**config.mk**
```make
export PLATFORM = sky130hd
export DESIGN_NAME = salsa_ctrl
export DESIGN_NICKNAME = d
export VERILOG_FILES = /design/src/design/salsa20_stream_cipher_core_assert.svh /design/src/design/salsa_pkg.sv /design/src/design/salsa_ctrl.sv
export SDC_FILE = /design/constraint.sdc
export NUM_CORES = 1
export LEC_CHECK = 0
export BUFFER_PORTS_ARGS = -buffer_cell sky130_fd_sc_hd__buf_2
export CORE_MARGIN = 2
export CORE_UTILIZATION = 40
export CTS_CLUSTER_DIAMETER = 120
export DETAILED_ROUTE_END_ITERATION = 12
export SYNTH_ARGS = -nofsm -noshare
export SYNTH_HDL_FRONTEND = slang
export SYNTH_SLANG_ARGS = --single-unit
```
**constraint.sdc**
```tcl
create_clock -name clock -period 4.15 [get_ports clock]
set_input_delay 0.415 -clock clock [delete_from_list [all_inputs] [get_ports clock]]
set_output_delay 0.415 -clock clock [all_outputs]
set_load 0.005 [all_outputs]
```
**src/design/salsa20_stream_cipher_core_assert.svh**
```systemverilog
// Assertion macros for the Salsa20 stream cipher core.
// Expects signals named clock and reset in the including scope.
`ifndef SALSA20_STREAM_CIPHER_CORE_ASSERT_SVH
`define SALSA20_STREAM_CIPHER_CORE_ASSERT_SVH

// same-cycle implication
`define SALSA_ASSERT_NOW(lbl, ante, cons) \
   lbl: assert property (@(posedge clock) disable iff (reset) (ante) |-> (cons)) \
      else $error("salsa20 core: assertion failed");

// next-cycle implication
`define SALSA_ASSERT_NXT(lbl, ante, cons) \
   lbl: assert property (@(posedge clock) disable iff (reset) (ante) |=> (cons)) \
      else $error("salsa20 core: assertion failed");

`endif

```
**src/design/salsa_pkg.sv**
```systemverilog
// Shared types, constants and functions of the Salsa20 stream cipher core.
// No dependencies.
package salsa_pkg;

   localparam logic [31:0] SIGMA0 = 32'h6170_7865;
   localparam logic [31:0] SIGMA1 = 32'h3320_646E;
   localparam logic [31:0] SIGMA2 = 32'h7962_2D32;
   localparam logic [31:0] SIGMA3 = 32'h6B20_6574;

   localparam int unsigned CSR_IDX_W = 3;
   localparam int unsigned DR_W      = 5;

   // register indexes
   localparam logic [CSR_IDX_W-1:0] REG_KEY_LOW      = 3'd0;
   localparam logic [CSR_IDX_W-1:0] REG_KEY_MID_LOW  = 3'd1;
   localparam logic [CSR_IDX_W-1:0] REG_KEY_MID_HIGH = 3'd2;
   localparam logic [CSR_IDX_W-1:0] REG_KEY_HIGH     = 3'd3;
   localparam logic [CSR_IDX_W-1:0] REG_NONCE        = 3'd4;
   localparam logic [CSR_IDX_W-1:0] REG_START_CTR    = 3'd5;
   localparam logic [CSR_IDX_W-1:0] REG_DOUBLE_RNDS  = 3'd6;

   localparam logic [DR_W-1:0] DR_RESET = 5'd10;

   typedef logic [31:0] word_type;
   typedef word_type blk_type [16];

   // word indexes (a, b, c, d) of the four quarter-rounds
   localparam logic [3:0] COL_IDX [4][4] = '{
      '{4'd0,  4'd4,  4'd8,  4'd12},
      '{4'd5,  4'd9,  4'd13, 4'd1 },
      '{4'd10, 4'd14, 4'd2,  4'd6 },
      '{4'd15, 4'd3,  4'd7,  4'd11}
   };
   localparam logic [3:0] ROW_IDX [4][4] = '{
      '{4'd0,  4'd1,  4'd2,  4'd3 },
      '{4'd5,  4'd6,  4'd7,  4'd4 },
      '{4'd10, 4'd11, 4'd8,  4'd9 },
      '{4'd15, 4'd12, 4'd13, 4'd14}
   };

   // controller -> datapath
   typedef struct packed {
      logic       accept;  // latch input beat
      logic       load;    // load working state from key/nonce/counter
      logic       round;   // one quarter-round step on all four lanes
      logic       row;     // 0 = column round, 1 = row round
      logic [1:0] step;    // step within the quarter-round
      logic       finish;  // add input state back, store keystream block
      logic       emit;    // load output register, advance position
   } cmd_type;

   // datapath -> controller
   typedef struct packed {
      logic            need_refill;
      logic [DR_W-1:0] double_rounds;
   } sts_type;

   // rotate left by the step's constant (7, 9, 13, 18)
   function automatic word_type qr_rotl(input word_type v, input logic [1:0] step);
      word_type r;
      case (step)
         2'd0:    r = {v[24:0], v[31:25]};
         2'd1:    r = {v[22:0], v[31:23]};
         2'd2:    r = {v[18:0], v[31:19]};
         2'd3:    r = {v[13:0], v[31:14]};
         default: r = v;
      endcase
      return r;
   endfunction

   function automatic blk_type build_state(input logic [63:0] k0, input logic [63:0] k1,
                                           input logic [63:0] k2, input logic [63:0] k3,
                                           input logic [63:0] nonce,
                                           input logic [63:0] ctr);
      blk_type s;
      s[0]  = SIGMA0;
      s[1]  = k0[31:0];
      s[2]  = k0[63:32];
      s[3]  = k1[31:0];
      s[4]  = k1[63:32];
      s[5]  = SIGMA1;
      s[6]  = nonce[31:0];
      s[7]  = nonce[63:32];
      s[8]  = ctr[31:0];
      s[9]  = ctr[63:32];
      s[10] = SIGMA2;
      s[11] = k2[31:0];
      s[12] = k2[63:32];
      s[13] = k3[31:0];
      s[14] = k3[63:32];
      s[15] = SIGMA3;
      return s;
   endfunction

endpackage

```
**src/design/salsa_ctrl.sv**
```systemverilog
// Salsa20 core controller: byte sequencing and round counting.
// Depends on salsa_pkg.
module salsa_ctrl
   import salsa_pkg::*;
(
   input  logic    clock,
   input  logic    reset,
   input  logic    req_tvalid,
   output logic    req_tready,
   output logic    rsp_tvalid,
   input  logic    rsp_tready,
   input  sts_type sts,
   output cmd_type cmd
);

   typedef enum logic [2:0] {
      ST_IDLE,
      ST_LOAD,
      ST_ROUND,
      ST_FINISH,
      ST_EMIT
   } state_type;

   state_type       state_ff;
   logic [1:0]      step_ff;
   logic            row_ff;
   logic [DR_W-1:0] dr_ff;
   logic            rsp_valid_ff;
   logic            out_free;

   assign out_free   = !rsp_valid_ff || rsp_tready;
   assign req_tready = (state_ff == ST_IDLE);
   assign rsp_tvalid = rsp_valid_ff;

   always_comb begin
      cmd.accept = (state_ff == ST_IDLE) && req_tvalid;
      cmd.load   = (state_ff == ST_LOAD);
      cmd.round  = (state_ff == ST_ROUND);
      cmd.row    = row_ff;
      cmd.step   = step_ff;
      cmd.finish = (state_ff == ST_FINISH);
      cmd.emit   = (state_ff == ST_EMIT) && out_free;
   end

   always_ff @(posedge clock) begin
      if (reset) begin
         state_ff     <= ST_IDLE;
         step_ff      <= 2'd0;
         row_ff       <= 1'b0;
         dr_ff        <= '0;
         rsp_valid_ff <= 1'b0;
      end else begin
         if (cmd.emit) begin
            rsp_valid_ff <= 1'b1;
         end else if (rsp_tready) begin
            rsp_valid_ff <= 1'b0;
         end
         case (state_ff)
            ST_IDLE: begin
               if (req_tvalid) begin
                  state_ff <= sts.need_refill ? ST_LOAD : ST_EMIT;
               end
            end
            ST_LOAD: begin
               step_ff  <= 2'd0;
               row_ff   <= 1'b0;
               dr_ff    <= '0;
               state_ff <= (sts.double_rounds == '0) ? ST_FINISH : ST_ROUND;
            end
            ST_ROUND: begin
               step_ff <= step_ff + 2'd1;
               if (step_ff == 2'd3) begin
                  row_ff <= !row_ff;
                  if (row_ff) begin
                     dr_ff <= dr_ff + DR_W'(1);
                     if (dr_ff + DR_W'(1) == sts.double_rounds) begin
                        state_ff <= ST_FINISH;
                     end
                  end
               end
            end
            ST_FINISH: begin
               state_ff <= ST_EMIT;
            end
            ST_EMIT: begin
               if (out_free) begin
                  state_ff <= ST_IDLE;
               end
            end
            default: begin
               state_ff <= ST_IDLE;
            end
         endcase
      end
   end

endmodule

```
==> qor.json <==
{
  "run_status": "completed",
  "cts-root-buf": "sky130_fd_sc_hd__clkbuf_4",
  "final.hold.worst_slack_ns": 0.4604,
  "grt_start_max_net_pins": 14,
  "worst_hold_startpoint": "rsp_tready",
  "avgSynthCellArea_um2": 7.701,
  "crit_type": "flop to primary output",
  "gr-usage-all-layers_pct": 16.63,
  "core_area_um2": 1745,
  "estimated_wirelength_of_the_detail_placed_design_mm": 1.178,
  "cp-end-kind": "primary output",
  "cts_sinks": 12,
  "clock_tree.htree_level_count": 1,
  "worst-slew-pin-transition_ns": 0.3897,
  "switchingPower_mw": 0.09971,
  "post_cts_buffers": 0,
  "layout_commonest_cell": "sky130_fd_sc_hd__buf_2",
  "finalWeightedCongestion": 0.8430,
  "power_per_cell_area_nw_per_um2": 341.4,
  "layout.cells.most_common_list": "sky130_fd_sc_hd__buf_2 (19), sky130_fd_sc_hd__dfxtp_1 (12), sky130_fd_sc_hd__nor2_1 (11)",
  "die_height_um": 47.22,
  "max-vdd-ir-drop_mv": 0.1802,
  "max_freq_ghz": 0.4907,
  "drc": 0,
  "maxSlewHeadroom_pct": 73.99,
  "max_cap_viol_count": 0,
  "sequential_element_share_of_the_synthesized_area_pct": 32.16,
  "antenna_found_initial": 0,
  "synth_unique_cells": 36,
  "ctsResizeCount": 0,
  "place.detailed.instances": 135,
  "holdPathStages": 3,
  "die_x_um": 47.22,
  "drtPass1Iterations": 4,
  "clk_transition_reported_paths_ns": 0.07,
  "drt_iter0_markers": 13,
  "combPwrFrac_pct": 28.3,
  "cts-buffers-inserted": 3,
  "final_layout_size_suffix_gt1_share_pct": 21.24,
  "hold_path.class": "primary input to flop",
  "critical_path.reg2reg.startpoint": "state_ff[1]",
  "routed_wl_mm": 1.611,
  "wire_per_inst_um": 11.67,
  "ys_ff_latch": 12,
  "final_max_slew_viol_count": 0,
  "worst_setup_path_start_kind": "flop",
  "power.share.clock_pct": 24.4,
  "synth_flop_cell": "sky130_fd_sc_hd__dfxtp_1",
  "timing.reg2reg.setup_slack_ns": 2.34,
  "route.detailed.vias_per_inst": 5.326,
  "min_period_over_period_pct": 49.11,
  "clkLatencyLatePin_ns": 0.27,
  "synth_warnings": 0,
  "crit_required_ns": 3.73,
  "r2r-end": "dr_ff[3]",
  "seq_area_um2": 240.2,
  "first_global_vias": 607,
  "tns_ns": 0,
  "mappedNetlistNets": 109,
  "grt_pass1_wl_mm": 2.580,
  "num_antenna_cells": 0,
  "cts_tree": "done",
  "multiInputGateArea_um2": 464.2,
  "design.portCount": 20,
  "holdBufCountCts": 0,
  "critPathMaxFanout": 12,
  "clock_skew_ns": 0.001608,
  "final_net_count": 127,
  "area_delta_synth_final_pct": 16.25,
  "power_total_mw": 0.2964,
  "p_sw_share_pct": 33.64,
  "synth_edf_count": 0,
  "hold_viol_final": 0,
  "power.sequential.fraction_pct": 47.3,
  "netlist_instances": 97,
  "intPower_mw": 0.1967,
  "asyncSetResetFlopFracSynth_pct": 0,
  "placementRows": 15,
  "initial_core_util_pct": 42.80,
  "finalNonFillerCells": 138,
  "cts.path.max_buffers": 2,
  "r2r.worst_path.cells": 3,
  "area_of_placed_instances_um2": 845.8,
  "post_synth_instance_area_um2": 747.0,
  "routed-via-count": 735,
  "drtAntennaViolNets": 0,
  "grt_remaining_overflow": 0,
  "buffer_ports.inserted": 19,
  "min_delay_worst_endpoint": "rsp_tvalid",
  "leakage_component_of_the_power_nw": 0.3434,
  "grt_setup_unrepaired": "false",
  "worstPathArrival_ns": 1.62,
  "floorplan.die_area_um2": 2229,
  "fillers": 171,
  "finish.instance_area_um2": 868.3,
  "final-setup-viol-count": 0,
  "min_period_ns": 2.038
}
-- state kept, by name, indices dropped and copies added, names as in the netlist --
signal,flops
dr_ff,5
state_ff,3
step_ff,2
row_ff,1
rsp_tvalid,1
-- routing by layer --
layer  up-vias  part of all wire [%]  global-route usage (%)  routed length (um)
met5         -                     0                       0                   0
met4         0                   2.2                   8.333                  36
met3         5                   4.4                   3.462                  71
met2        17                    44                   24.93                 702
met1       335                    50                   22.48                 801
li1        378                     -                       -                   -
-- cells in the mapped netlist, types with 2 or more instances --
cell                        n  area [um2]
sky130_fd_sc_hd__and2_1     2       12.51
sky130_fd_sc_hd__nand2_1    4       15.01
sky130_fd_sc_hd__nand2b_1   3       18.77
sky130_fd_sc_hd__o21ai_1    3       15.01
sky130_fd_sc_hd__dfxtp_1   12       240.2
sky130_fd_sc_hd__o21ai_0    3       15.01
sky130_fd_sc_hd__nor2_1    11       41.29
sky130_fd_sc_hd__nor3_1     5       25.02
sky130_fd_sc_hd__xor2_1     2       17.52
sky130_fd_sc_hd__nor3b_1    2       15.01
sky130_fd_sc_hd__xnor2_1    5       43.79
sky130_fd_sc_hd__inv_1      3       11.26
sky130_fd_sc_hd__ha_1       2       25.02
sky130_fd_sc_hd__nand3_1    4       20.02
sky130_fd_sc_hd__clkbuf_1   4       15.01
sky130_fd_sc_hd__a21oi_1   10       50.05
sky130_fd_sc_hd__or4_1      3       22.52
-- worst max path at each step --
stage               cells past startpoint   startpoint  slack, ns        to
floorplan                               4  state_ff[0]       2.67  dr_ff[3]
global placement                        3  state_ff[1]       2.41  dr_ff[3]
global route                            3  state_ff[1]       2.00    cmd[5]
CTS                                     3  state_ff[1]       2.11    cmd[5]
finish                                  3  state_ff[1]       2.11    cmd[5]
detailed placement                      3  state_ff[1]       2.37  dr_ff[3]
-- cell type report --
class,instances,area share [%]
Multi-Input combinational cell,75,53.46
Tap cell,25,3.602
Sequential cell,12,27.67
Clock buffer,3,2.594
Inverter,4,1.729
Timing Repair Buffer,19,10.95
-- worst max-delay path, cell delays in order (launching register included) --
cell and delay, ns:
sky130_fd_sc_hd__dfxtp_1 0.54, sky130_fd_sc_hd__or3b_1 0.53, sky130_fd_sc_hd__inv_2 0.15, sky130_fd_sc_hd__buf_2 0.12
-- per-stage QoR --
step	setup WS [ns]	utilization [%]
after floorplan	2.673	-
after detailed placement	2.371	48.46
after global routing	1.995	49.75
final	2.112	49.75
after CTS	2.111	49.75
after global placement	2.408	48.46
-- power groups by stage --
stage | clock network (mW) | registers [mW] | logic, mW
after floorplan | 0 | 0.130 | 0.0688
after global placement | 0 | 0.142 | 0.0840
after detailed placement | 0 | 0.143 | 0.0841
after CTS | 0.0744 | 0.140 | 0.0848
after global routing | 0.0813 | 0.143 | 0.0950
final | 0.0724 | 0.140 | 0.0838
-- kinds of logic (layout without fill, tap and decap cells) --
logic type	after synthesis	in the layout	synth area share [%]
DFF	12	12	32.16
and+or+nand+nor	42	42	30.99
adders and majority gates	2	2	3.350
xor gates and xnor gates	7	7	8.208
AOI/OAI and AO/OA	24	24	19.60
buffers and inverters	10	26	5.694
No activity file was read; power rests on OpenSTA's default activity.
